==> config.mk <==
export PLATFORM = sky130hd
export DESIGN_NAME = lbm_div_cell
export DESIGN_NICKNAME = d
export VERILOG_FILES = /design/src/hw/rtl/lbm_pkg.sv /design/src/hw/rtl/lbm_div_cell.sv
export SDC_FILE = /design/constraint.sdc
export NUM_CORES = 1
export LEC_CHECK = 0
export BUFFER_PORTS_ARGS = -buffer_cell sky130_fd_sc_hd__buf_2
export CORE_MARGIN = 4
export CORE_UTILIZATION = 33
export CTS_CLUSTER_SIZE = 16
export DETAILED_ROUTE_END_ITERATION = 10
export PLACE_DENSITY = 0.69
export SYNTH_ARGS = -nofsm -noshare
export SYNTH_HDL_FRONTEND = slang
export SYNTH_SLANG_ARGS = --single-unit
==> constraint.sdc <==
create_clock -name clk -period 4.7 [get_ports clk]
set_input_delay 0.705 -clock clk [delete_from_list [all_inputs] [get_ports clk]]
set_output_delay 0.705 -clock clk [all_outputs]
set_load 0.03 [all_outputs]
==> src/hw/rtl/lbm_pkg.sv <==
// Shared types, constants and helper functions for the Lorentz boost block.
// Used by the square root and divider cells and by the top level.
// No dependencies.
package lbm_pkg;

  localparam int SqrtSteps = 32;
  localparam int DivSteps = 61;
  localparam int ChainLen = SqrtSteps + DivSteps;

  localparam logic [63:0] OneQ60 = 64'h1000_0000_0000_0000;
  localparam logic [31:0] OneQ30 = 32'h4000_0000;
  localparam logic [62:0] MagMax = '1;

  typedef struct packed {
    logic signed [31:0] mom_x;
    logic signed [31:0] mom_y;
    logic signed [31:0] mom_z;
    logic [30:0]        rest_mass;
    logic signed [31:0] beta_x;
    logic signed [31:0] beta_y;
    logic signed [31:0] beta_z;
  } item_t;

  typedef struct packed {
    logic signed [31:0] out_mom_x;
    logic signed [31:0] out_mom_y;
    logic signed [31:0] out_mom_z;
    logic               beta_invalid;
    logic               saturated;
  } result_t;

  typedef struct packed {
    logic [63:0] rad;
    logic [33:0] rem;
    logic [31:0] root;
  } sqrt_t;

  typedef struct packed {
    logic [31:0] dvs;
    logic [31:0] rem;
    logic        lead;
    logic [60:0] quo;
  } div_t;

  typedef struct packed {
    logic [2:0][31:0] p;
    logic [2:0][31:0] b;
    logic [63:0]      bp;
    logic             b2zero;
    logic             invalid;
  } side_t;

  // Shifted product magnitude, clamped to the largest positive 64-bit value.
  function automatic logic [62:0] mag_shift(input logic [127:0] prod, input int sh);
    logic [127:0] q;
    q = prod >> sh;
    mag_shift = (|q[127:63]) ? MagMax : q[62:0];
  endfunction

  function automatic logic [31:0] abs32(input logic [31:0] v);
    abs32 = v[31] ? 32'(-v) : v;
  endfunction

  function automatic logic [63:0] abs64(input logic [63:0] v);
    abs64 = v[63] ? 64'(-v) : v;
  endfunction

endpackage

==> src/hw/rtl/lbm_div_cell.sv <==
// One step of a restoring divider of 2^60 by a 32-bit divisor, one quotient bit per cell.
// Depends on lbm_pkg for the div_t state type.
module lbm_div_cell import lbm_pkg::*; (
  input  logic clk,
  input  logic en,
  input  div_t prev,
  output div_t cur
);

  logic [32:0] rem_sh;
  logic        take;
  div_t        nxt;

  always_comb begin
    rem_sh = {prev.rem, prev.lead};
    take = rem_sh >= {1'b0, prev.dvs};
    nxt.dvs = prev.dvs;
    nxt.rem = take ? 32'(rem_sh - {1'b0, prev.dvs}) : rem_sh[31:0];
    nxt.lead = 1'b0;
    nxt.quo = {prev.quo[59:0], take};
  end

  always_ff @(posedge clk) begin
    if (en) begin
      cur <= nxt;
    end
  end

endmodule

# Word-level counts from Yosys, hierarchy flattened

Index checks and enable logic that the tools add are counted.

Register bits after elaboration: 125
Input port bits: 128
Output and inout port bits: 126
Word-level logic and storage cells: 6

$add $sub $neg: 1
$lt $le $gt $ge: 1
Mux-type cells: 1

Operators with widths:

| kind                                                           | count |
|---|---|
| 33-bit by 32-bit greater-or-equal comparator with 1-bit output | 1 |
| 32-bit two-way mux                                             | 1 |
| 32-bit subtractor                                              | 1 |

# Depth between registers and ports, before layout

Depth in word-level cells: 2
Gate-level depth with buffers: 13
Mapped depth without buffers: 11

# Worst setup path before layout

Ideal clock, no wire load.

Kind: in2reg
Start point: in prev[117] in the netlist's numbering
End point: reg cur[66] in the netlist's numbering, data pin
Library setup time: 0.260 ns
Arrival time: 2.797 ns
Required time: 4.440 ns
Setup slack: 1.643 ns
Stages: 11
Buffers on the path: 2
Cell sequence: inv_1 -> ha_1 -> buf_6 -> and3_1 -> o21a_1 -> a311oi_2 -> o21ai_1 -> or3b_1 -> o21a_1 -> buf_6 -> mux2_4

RTL lines:

| item                 | line               | RTL |
|---|---|---|
| start, declared      | lbm_div_cell.sv:6  | `input div_t prev,` |
| end signal, assigned | lbm_div_cell.sv:25 | `cur <= nxt;` |
| end, declared        | lbm_div_cell.sv:7  | `output div_t cur` |

==> impl_metrics.json <==
{
  "switching_share_pct": 30.6,
  "combPwrFrac_pct": 22.4,
  "p_total_mw": 3.49,
  "cts_sinks": 125,
  "synth_cells": 486,
  "clockRootBuffer": "clkbuf_16",
  "avgViaCountPerCell": 4.74,
  "p_per_area_nw_per_um2": 428,
  "final_antenna_net_count": 0,
  "grt-ovfl-total": 0,
  "place.detailed.hpwl_um": 12900,
  "cts_setup_buffers": 0,
  "power.internal_mw": 2.42,
  "async_reset_ff_share_pct": 0,
  "p_leak_nw": 3.63,
  "final_area_um2": 8150,
  "first_pass_iters": 5,
  "critPathMaxFanout": 56,
  "vdd_drop_max_mv": 0.238,
  "rsz0062_at_grt": "false",
  "p_clk_share_pct": 37.8,
  "die_area_um2": 20700,
  "drt_iter0_drc": 260,
  "syn_to_final_growth_pct": 33.8,
  "largest_register_ffs": 125,
  "wl_per_cell_um": 16.9,
  "finalCritPeriodShare_pct": 65.8,
  "outcome": "completed",
  "post-route-drc-count": 0,
  "report.final.slew_viol_count": 0,
  "crit_type": "in -> reg",
  "clk_pin_slew_ps": 60,
  "fmax_mhz": 323,
  "cp-end-kind": "flip-flop",
  "layout_commonest_cell": "buf_2",
  "ys_seq_area_share_pct": 61.6,
  "yosysUniqueCellTypes": 50,
  "globalplace.congestion": 0.794,
  "cts_tree": "done",
  "track_usage_pct": 15.7,
  "critPathArrivalTime_ps": 3250,
  "placementRows": 49,
  "largest_register": "cur",
  "setup_violations": 0,
  "max_slew_margin_pct": 39.9,
  "antenna_found_initial": 3,
  "final_cell_mix": "250 x buf_2, 125 x edfxtp_1, 54 x a21oi_1",
  "grt_max_degree": 99,
  "fin_setup_tns_ps": 0,
  "fin_cells": 985,
  "coreArea_um2": 18100,
  "dominantRegCellSynth": "edfxtp_1",
  "hold_class": "in -> reg",
  "port_buffers": 251,
  "finalHoldViolations": 0,
  "grt_pass1_vias": 4647,
  "start_kind": "input port",
  "final_nets": 902,
  "holdBufCountCts": 0,
  "cts_max_path_buffers": 2,
  "multiInputGateArea_um2": 2050,
  "drv_cap": 0,
  "die_w_um": 144,
  "power.switching_mw": 1.07,
  "ioPinCount": 254,
  "start_util_pct": 33.7,
  "h-tree-depth": 4,
  "syn_area_um2": 6090,
  "synth_edf_count": 125,
  "n_fill_cell": 1658,
  "placedCellCount": 951,
  "cts_resized": 0,
  "finalCriticalPeriod_ps": 3090,
  "seq_area_um2": 3750,
  "cp_data_required_time_ps": 4850,
  "finalWirelength_um": 16700,
  "tightest_slew_ps": 902,
  "place_area_um2": 7560,
  "yosysWarningCount": 0,
  "die_h_um": 144,
  "grt_pass1_wl_um": 24600,
  "vias": 4673,
  "layout-drive-gt1-share_pct": 39.8,
  "cts_made_buffers": 17,
  "reg_top3": "cur x125",
  "avgSynthCellArea_um2": 12.5,
  "ys_ff_latch": 125,
  "sequentialPowerShare_pct": 39.8,
  "synth_nets": 647
}
[kinds of logic (layout without fill, tap and decap cells)]
kind of cell	count (synthesis)	in the layout	synth area share (%)
other	1	4	0.0616
xor gates and xnor gates	26	26	3.74
and+or+nand+nor	107	107	8.59
muxes	10	10	2.30
buffers and inverters	64	331	4.79
DFF	125	125	61.6
AOI/OAI and AO/OA	120	120	12.0
adders and majority gates	33	33	6.90
[per-layer routing]
| metal | vias to the layer above | wire length [um] | track usage [%] | part of all wire, % |
|---|---|---|---|---|
| met1 | 2135 | 6560 | 17.9 | 39 |
| met3 | 19 | 1480 | 5.46 | 8.9 |
| met2 | 206 | 8350 | 27.3 | 50 |
| met4 | 0 | 263 | 5.75 | 1.6 |
| li1 | 2313 | - | - | - |
| met5 | - | 0 | 0 | 0 |
[power groups by stage]
stage	Clock, mW	Sequential (mW)	Combinational (mW)
CTS	1.36	1.39	0.789
detailed placement	0	1.41	0.785
global placement	0	1.41	0.780
finish	1.32	1.39	0.781
floorplan	0	1.65	0.297
global route	1.40	1.40	0.853
[layout make-up]
cell class | count | area share [%]
Antenna cell | 3 | 0.0921
Clock buffer | 17 | 5.22
Clock inverter | 14 | 1.99
Inverter | 46 | 2.12
Multi-Input combinational cell | 297 | 25.1
Sequential cell | 125 | 46.0
Tap cell | 229 | 3.51
Timing Repair Buffer | 254 | 15.9
[metrics by stage]
step | hold slack [ps] | setup slack (ps) | util [%]
final | 470 | 1610 | 45.1
after global routing | 448 | 1360 | 45.1
after CTS | 449 | 1630 | 45.0
after detailed placement | 883 | 1210 | 41.8
after global placement | 881 | 1210 | 41.8
after floorplan | 804 | 1640 | -
[synth_stat cells (2+ instances only)]
| library cell | count | area share, % |
|---|---|---|
| or2_2 | 2 | 0.21 |
| o21ai_0 | 17 | 1.4 |
| o21bai_1 | 5 | 0.62 |
| xnor2_1 | 16 | 2.3 |
| buf_2 | 5 | 0.41 |
| a31o_2 | 2 | 0.29 |
| a31oi_1 | 2 | 0.21 |
| a21oi_1 | 54 | 4.4 |
| nand4b_1 | 2 | 0.29 |
| mux2_4 | 8 | 2.0 |
| nor2b_1 | 2 | 0.21 |
| nand2b_1 | 7 | 0.72 |
| nand2_1 | 24 | 1.5 |
| ha_1 | 32 | 6.6 |
| clkbuf_1 | 6 | 0.37 |
| o21ai_1 | 4 | 0.33 |
| and3_1 | 2 | 0.21 |
| buf_4 | 2 | 0.25 |
| edfxtp_1 | 125 | 62 |
| nor4b_1 | 2 | 0.29 |
| nand3_1 | 8 | 0.66 |
| a21o_1 | 8 | 0.99 |
| o211ai_1 | 2 | 0.25 |
| o21a_1 | 6 | 0.74 |
| inv_1 | 46 | 2.8 |
| nor2_1 | 37 | 2.3 |
| mux2i_1 | 2 | 0.33 |
| nand4_1 | 8 | 0.82 |
| xor2_1 | 10 | 1.4 |
| o31ai_1 | 7 | 0.86 |
| nor3_1 | 3 | 0.25 |
| buf_6 | 5 | 0.92 |
| and2_1 | 3 | 0.31 |
| or3_1 | 2 | 0.21 |
| a2111oi_0 | 3 | 0.43 |
| a211oi_1 | 3 | 0.37 |
[final timing paths]
check,startpoint,to,slack (ps),cells past startpoint
max,prev[117],cur[66]$_DFFE_PP_,1610,10
min,prev[9],cur[10]$_DFFE_PP_,470,1
[worst max-delay path, stage by stage]
cell	delay, ps
buf_2	90
inv_1	40
ha_1	400
and3_1	340
nand4_1	210
nor4b_1	480
a21o_1	210
o21a_2	160
buf_12	260
mux2_4	330
No activity file was read; power rests on OpenSTA's default activity.
