==> src/hw/rtl/lbm_pkg.sv <==
// Shared types, constants and helper functions for the Lorentz boost block.
// Used by the square root and divider cells and by the top level.
// No dependencies.
package lbm_pkg;

  localparam int SqrtSteps = 32;
  localparam int DivSteps = 61;
  localparam int ChainLen = SqrtSteps + DivSteps;

  localparam logic [63:0] OneQ60 = 64'h1000_0000_0000_0000;
  localparam logic [31:0] OneQ30 = 32'h4000_0000;
  localparam logic [62:0] MagMax = '1;

  typedef struct packed {
    logic signed [31:0] mom_x;
    logic signed [31:0] mom_y;
    logic signed [31:0] mom_z;
    logic [30:0]        rest_mass;
    logic signed [31:0] beta_x;
    logic signed [31:0] beta_y;
    logic signed [31:0] beta_z;
  } item_t;

  typedef struct packed {
    logic signed [31:0] out_mom_x;
    logic signed [31:0] out_mom_y;
    logic signed [31:0] out_mom_z;
    logic               beta_invalid;
    logic               saturated;
  } result_t;

  typedef struct packed {
    logic [63:0] rad;
    logic [33:0] rem;
    logic [31:0] root;
  } sqrt_t;

  typedef struct packed {
    logic [31:0] dvs;
    logic [31:0] rem;
    logic        lead;
    logic [60:0] quo;
  } div_t;

  typedef struct packed {
    logic [2:0][31:0] p;
    logic [2:0][31:0] b;
    logic [63:0]      bp;
    logic             b2zero;
    logic             invalid;
  } side_t;

  // Shifted product magnitude, clamped to the largest positive 64-bit value.
  function automatic logic [62:0] mag_shift(input logic [127:0] prod, input int sh);
    logic [127:0] q;
    q = prod >> sh;
    mag_shift = (|q[127:63]) ? MagMax : q[62:0];
  endfunction

  function automatic logic [31:0] abs32(input logic [31:0] v);
    abs32 = v[31] ? 32'(-v) : v;
  endfunction

  function automatic logic [63:0] abs64(input logic [63:0] v);
    abs64 = v[63] ? 64'(-v) : v;
  endfunction

endpackage

==> src/hw/rtl/lbm_sqrt_cell.sv <==
// One step of a digit-by-digit integer square root, two radicand bits per cell.
// Depends on lbm_pkg for the sqrt_t state type.
module lbm_sqrt_cell import lbm_pkg::*; (
  input  logic  clk,
  input  logic  en,
  input  sqrt_t prev,
  output sqrt_t cur
);

  logic [35:0] rem_sh;
  logic [35:0] trial;
  logic        take;
  sqrt_t       nxt;

  always_comb begin
    rem_sh = {prev.rem, prev.rad[63:62]};
    trial = {2'b00, prev.root, 2'b01};
    take = rem_sh >= trial;
    nxt.rad = {prev.rad[61:0], 2'b00};
    nxt.rem = take ? 34'(rem_sh - trial) : rem_sh[33:0];
    nxt.root = {prev.root[30:0], take};
  end

  always_ff @(posedge clk) begin
    if (en) begin
      cur <= nxt;
    end
  end

endmodule

==> config.mk <==
export PLATFORM = sky130hd
export DESIGN_NAME = lbm_sqrt_cell
export DESIGN_NICKNAME = d
export VERILOG_FILES = /design/src/hw/rtl/lbm_pkg.sv /design/src/hw/rtl/lbm_sqrt_cell.sv
export SDC_FILE = /design/constraint.sdc
export NUM_CORES = 1
export LEC_CHECK = 0
export ABC_AREA = 0
export BUFFER_PORTS_ARGS = -buffer_cell sky130_fd_sc_hd__buf_2
export CORE_UTILIZATION = 52
export CTS_CLUSTER_DIAMETER = 50
export DETAILED_ROUTE_END_ITERATION = 6
export PLACE_DENSITY = 0.86
export SLEW_MARGIN = 10
export SYNTH_ARGS = -nofsm -noshare
export SYNTH_HDL_FRONTEND = slang
export SYNTH_SLANG_ARGS = --single-unit
==> constraint.sdc <==
create_clock -name clk -period 5.8 [get_ports clk]
set_clock_uncertainty 0.1 [all_clocks]
set_input_delay 0.58 -clock clk [delete_from_list [all_inputs] [get_ports clk]]
set_output_delay 0.58 -clock clk [all_outputs]
set_load 0.02 [all_outputs]
---- Word-level counts from Yosys, hierarchy flattened ----
Index checks and enable logic that the tools add are counted.
Widths: inputs -> output; s select.
word-level totals
  bits in registers ....................... 128
  word-level logic and storage cells ...... 6
  output and inout port bits .............. 130
operators by class
  $add $sub $neg .......................... 1
  multiplexer cells ....................... 1
  $lt $le $gt $ge ......................... 1
operators with widths
  cell            number
  $ge 36x34->1    1
  $mux 34         1
  $sub 34x34->34  1

---- Longest topological paths before layout ----
  depth after elaboration ................. 2
  gate-level depth with buffers ........... 13
  gate-level depth less buffers ........... 10

---- Worst setup path before layout ----
Ideal clock, no wire load.
  path kind ............................... input-to-reg
  start ................................... input prev[9] in the netlist's numbering
  end ..................................... register cur[59] in the netlist's numbering (data pin)
  setup slack ............................. 2.861 ns
  data arrival time ....................... 2.579 ns
  cell stages on the path ................. 10
  setup time .............................. 0.260 ns
  buffers on the path ..................... 0
  cells stage by stage .................... inv_1 ha_1 a21o_1 a31o_1 a211oi_4 o211ai_2 a21bo_2 mux2i_1 o221ai_1 mux2_4
RTL lines
  what                  RTL line             RTL
  from (decl)           lbm_sqrt_cell.sv:6   input sqrt_t prev,
  to (signal assigned)  lbm_sqrt_cell.sv:26  cur <= nxt;
  to (decl)             lbm_sqrt_cell.sv:7   output sqrt_t cur

==> impl_summary.md <==
Drt
Summing over every cut layer, the via total after detailed routing is a little over 5k. The first routing iteration left 430 violations. The first detailed-routing pass took 7 iterations. The post-detailed-route wirelength per cell is 18.3 um.

Wires add up to 17000 um. The detailed-route DRC error count is 21. The remaining antenna violation count after routing is 0. The detail-routed via count per cell is 5.51.

Power and ir drop
The analysis attributes to cell leakage a power of 3.73 nW. In this run the power density over the cells is 332 nW/um^2. Across the VDD grid, the largest voltage drop is 180 uV.

Worst setup path
The critical path class is in2reg. The source of the critical timing path is prev[7]. The critical path launch point type is a primary input. The signal arrival time at the worst endpoint is 3.36 ns. Of all nets on the critical path, the largest fanout is 33. The required time at the worst-slack endpoint is 5.85 ns.

The kind of end point of the critical path is a flop.

Cells and area
The register bank with the most flops is cur. Summing all multi-input logic gate instances after layout gives between 2000 and 2500 um^2. In the final layout, the registers with the most flip-flops are cur: 128 flops. The number of nets in the layout is 938. Counting the fill cells in the layout gives 830. Relative to the synthesized area, the layout overhead comes to 31.4%. The flip-flop count of the largest register, all copies and words added is 128.

Of the cells placed in the final design, the portion with a size suffix greater than 1 is 39.9%. The footprint of the flip-flops and latches is 3840 um^2. Once layout is complete, the utilization of the core stands at 71.5%.

Synth
By count the netlist is led by sky130_fd_sc_hd__edfxtp_1, sky130_fd_sc_hd__nand2_1, sky130_fd_sc_hd__inv_1. For this run, asynchronously set or reset flops after synthesis account for 0%. The most used flip-flop cell after synthesis is sky130_fd_sc_hd__edfxtp_1. Sequential cells were found to cover between 60% and 70% of the synthesized design area.

In the post-synthesis netlist, the biggest area contributors are sky130_fd_sc_hd__edfxtp_1, sky130_fd_sc_hd__ha_1, sky130_fd_sc_hd__nand2_1. Synthesis produced a netlist whose cell count is 507. The synthesized design spends more area on one cell type than any other, namely sky130_fd_sc_hd__edfxtp_1. The distinct cell type count after synthesis is 62. Synthesis inferred 128 register bits. In this run, synthesis inferred approximately 130 flip-flops with an integrated enable. The combined area of all synthesized cells is 6310 um^2. The most common cell in the synthesized netlist is sky130_fd_sc_hd__edfxtp_1.

The number of warnings issued by yosys is 0. Dividing the synthesized area by the synthesized cell count gives 12.5 um^2. The synthesized design devotes to its leading area cell type roughly three fifths of total area.

CTS
The CTS tree is built. The number of sinks handled by clock tree synthesis is 128. The cell sitting at the root of the clock tree is a sky130_fd_sc_hd__clkbuf_16. The maximum level of the CTS H-tree is 4. The register clock-pin slew on the reported worst setup and hold paths is 0.06 ns. The number of buffers between clock root and the deepest sink is 2. The number of CTS-inserted buffers is 17. For this design, the CTS-stage hold fixing added 0 buffers. The post-cts repair resize count is 0. The number of setup buffers added after CTS is 0.

Timing
The final number of hold-violating endpoints came to 0. For this run, the top clock speed supported by timing is 0.302 GHz. Setup repair after global routing left no endpoint under its margin.

Setup violations remaining at the end of the flow were counted as 0. The share of the clock period used by the worst path is a little under three fifths. The worst path in the final design needs a cycle of 3.31 ns, including I/O delays and setup.

The remaining max-slew budget at the tightest pin is 43.3%. The count of pins over their slew limit was 0. The setup total negative slack is 0 ns. At the pin with the least slew margin, the transition time is 0.851 ns.

GRT
The first global-routing pass estimated 25900 um of wire. The final global-route overflow total is 0. The number of antenna violations at the first check in global routing came to 4. Global routing consumed, over all layers together, 27.3% of the routing resources. The number of global-route vias before repair is 5049.

Entering global routing, the biggest net connects 70 pins.

Die
Pin placement for this block handled 262 I/O pins. The initial core utilization is 54.4%. The horizontal die dimension is ~110 um. The vertical extent of the die is approximately 110 um. The number of rows in the core area is 39. The full die area is 12600 um^2. After floorplanning, the core was sized to cover 11600 um^2.

Status
The final reports fail on design-rule violations. The flow ran to the end, but the final reports show violations.

Hold path
The launch instance of the worst min-delay path is prev[81]. The class of the most critical hold timing path is in2reg. The terminating pin of the worst hold path is cur[83]. The depth of the worst hold-timing path is 1.

Placed design
The placer congestion estimate is 0.890. The total half-perimeter wirelength after legalization and detailed placement is 12500 um. The count of port buffers added during placement is 259.

Run
The number of max-capacitance violations reported is 0.
==> through the flow <==
step	power [mW]	instance area [um^2]	cells	hold slack, ns	setup WS (ns)
2_1_floorplan	1.53	6320	508	0.579	2.86
3_3_place_gp	1.72	7720	896	0.657	2.19
3_5_place_dp	1.73	7720	896	0.658	2.06
5_1_grt	2.86	8300	932	0.214	2.22
6_report	2.76	8300	932	0.225	2.49
4_1_cts	2.77	8290	928	0.216	2.49
==> final cells by class <==
| type | count | area share (%) |
|---|---|---|
| flip-flops and latches | 128 | 46.3 |
| multi-input cells | 321 | 26.7 |
| repair buffers | 261 | 15.9 |
| clock buffers | 18 | 5.17 |
| well taps | 143 | 2.16 |
| inverters | 43 | 1.96 |
| clock inverters | 14 | 1.69 |
| diodes | 4 | 0.121 |
==> worst max path at each step <==
stage,end,slack (ns),depth (start not counted)
6_report,cur[42],2.49,10
3_3_place_gp,cur[55],2.19,10
5_1_grt,cur[46],2.22,11
3_5_place_dp,cur[40],2.06,10
2_1_floorplan,cur[59],2.86,10
4_1_cts,cur[42],2.49,10
==> power by group <==
part | total [mW] | switching [mW] | internal [mW]
logic | 0.564 | 0.360 | 0.205
clock network | 1.04 | 0.408 | 0.629
registers | 1.16 | 0.0241 | 1.13
total | 2.76 | 0.792 | 1.97
==> critical path: stages <==
cell,delay (ns)
sky130_fd_sc_hd__buf_2,0.09
sky130_fd_sc_hd__inv_1,0.04
sky130_fd_sc_hd__ha_1,0.39
sky130_fd_sc_hd__a21o_1,0.26
sky130_fd_sc_hd__o41ai_2,0.33
sky130_fd_sc_hd__o211ai_1,0.24
sky130_fd_sc_hd__a211oi_1,0.29
sky130_fd_sc_hd__o21a_2,0.57
sky130_fd_sc_hd__buf_4,0.41
sky130_fd_sc_hd__o21ai_0,0.15
==> per-layer routing <==
metal	part of all wire [%]	wire length [um]	track usage, %
met5	0	0	0
met4	3.8	646	15.7
met3	6.8	1160	7.40
met2	52	8890	48.5
met1	37	6320	29.4
==> logic make-up after synthesis <==
logic type | Yosys count | synth area share (%)
mux | 5 | 0.872
buf+inv | 59 | 4.08
other cells | 1 | 0.0594
flops | 128 | 60.9
xor+xnor | 27 | 3.74
compound gates | 133 | 14.8
fa+ha+maj | 34 | 6.74
simple gates | 120 | 8.88
==> cell usage in the layout (no fill, tap or decap), drive strengths merged, types with 13 or more instances in the layout <==
cell type  netlist  final
xor2            13     13
o21ai           46     46
inv             42     44
xnor2           14     14
edfxtp         128    128
buf              9    261
nor2            18     18
clkbuf           7     18
a21oi           28     28
ha              34     34
nand2           58     58
a21o            20     20
Power figures use the tool's default switching activity.
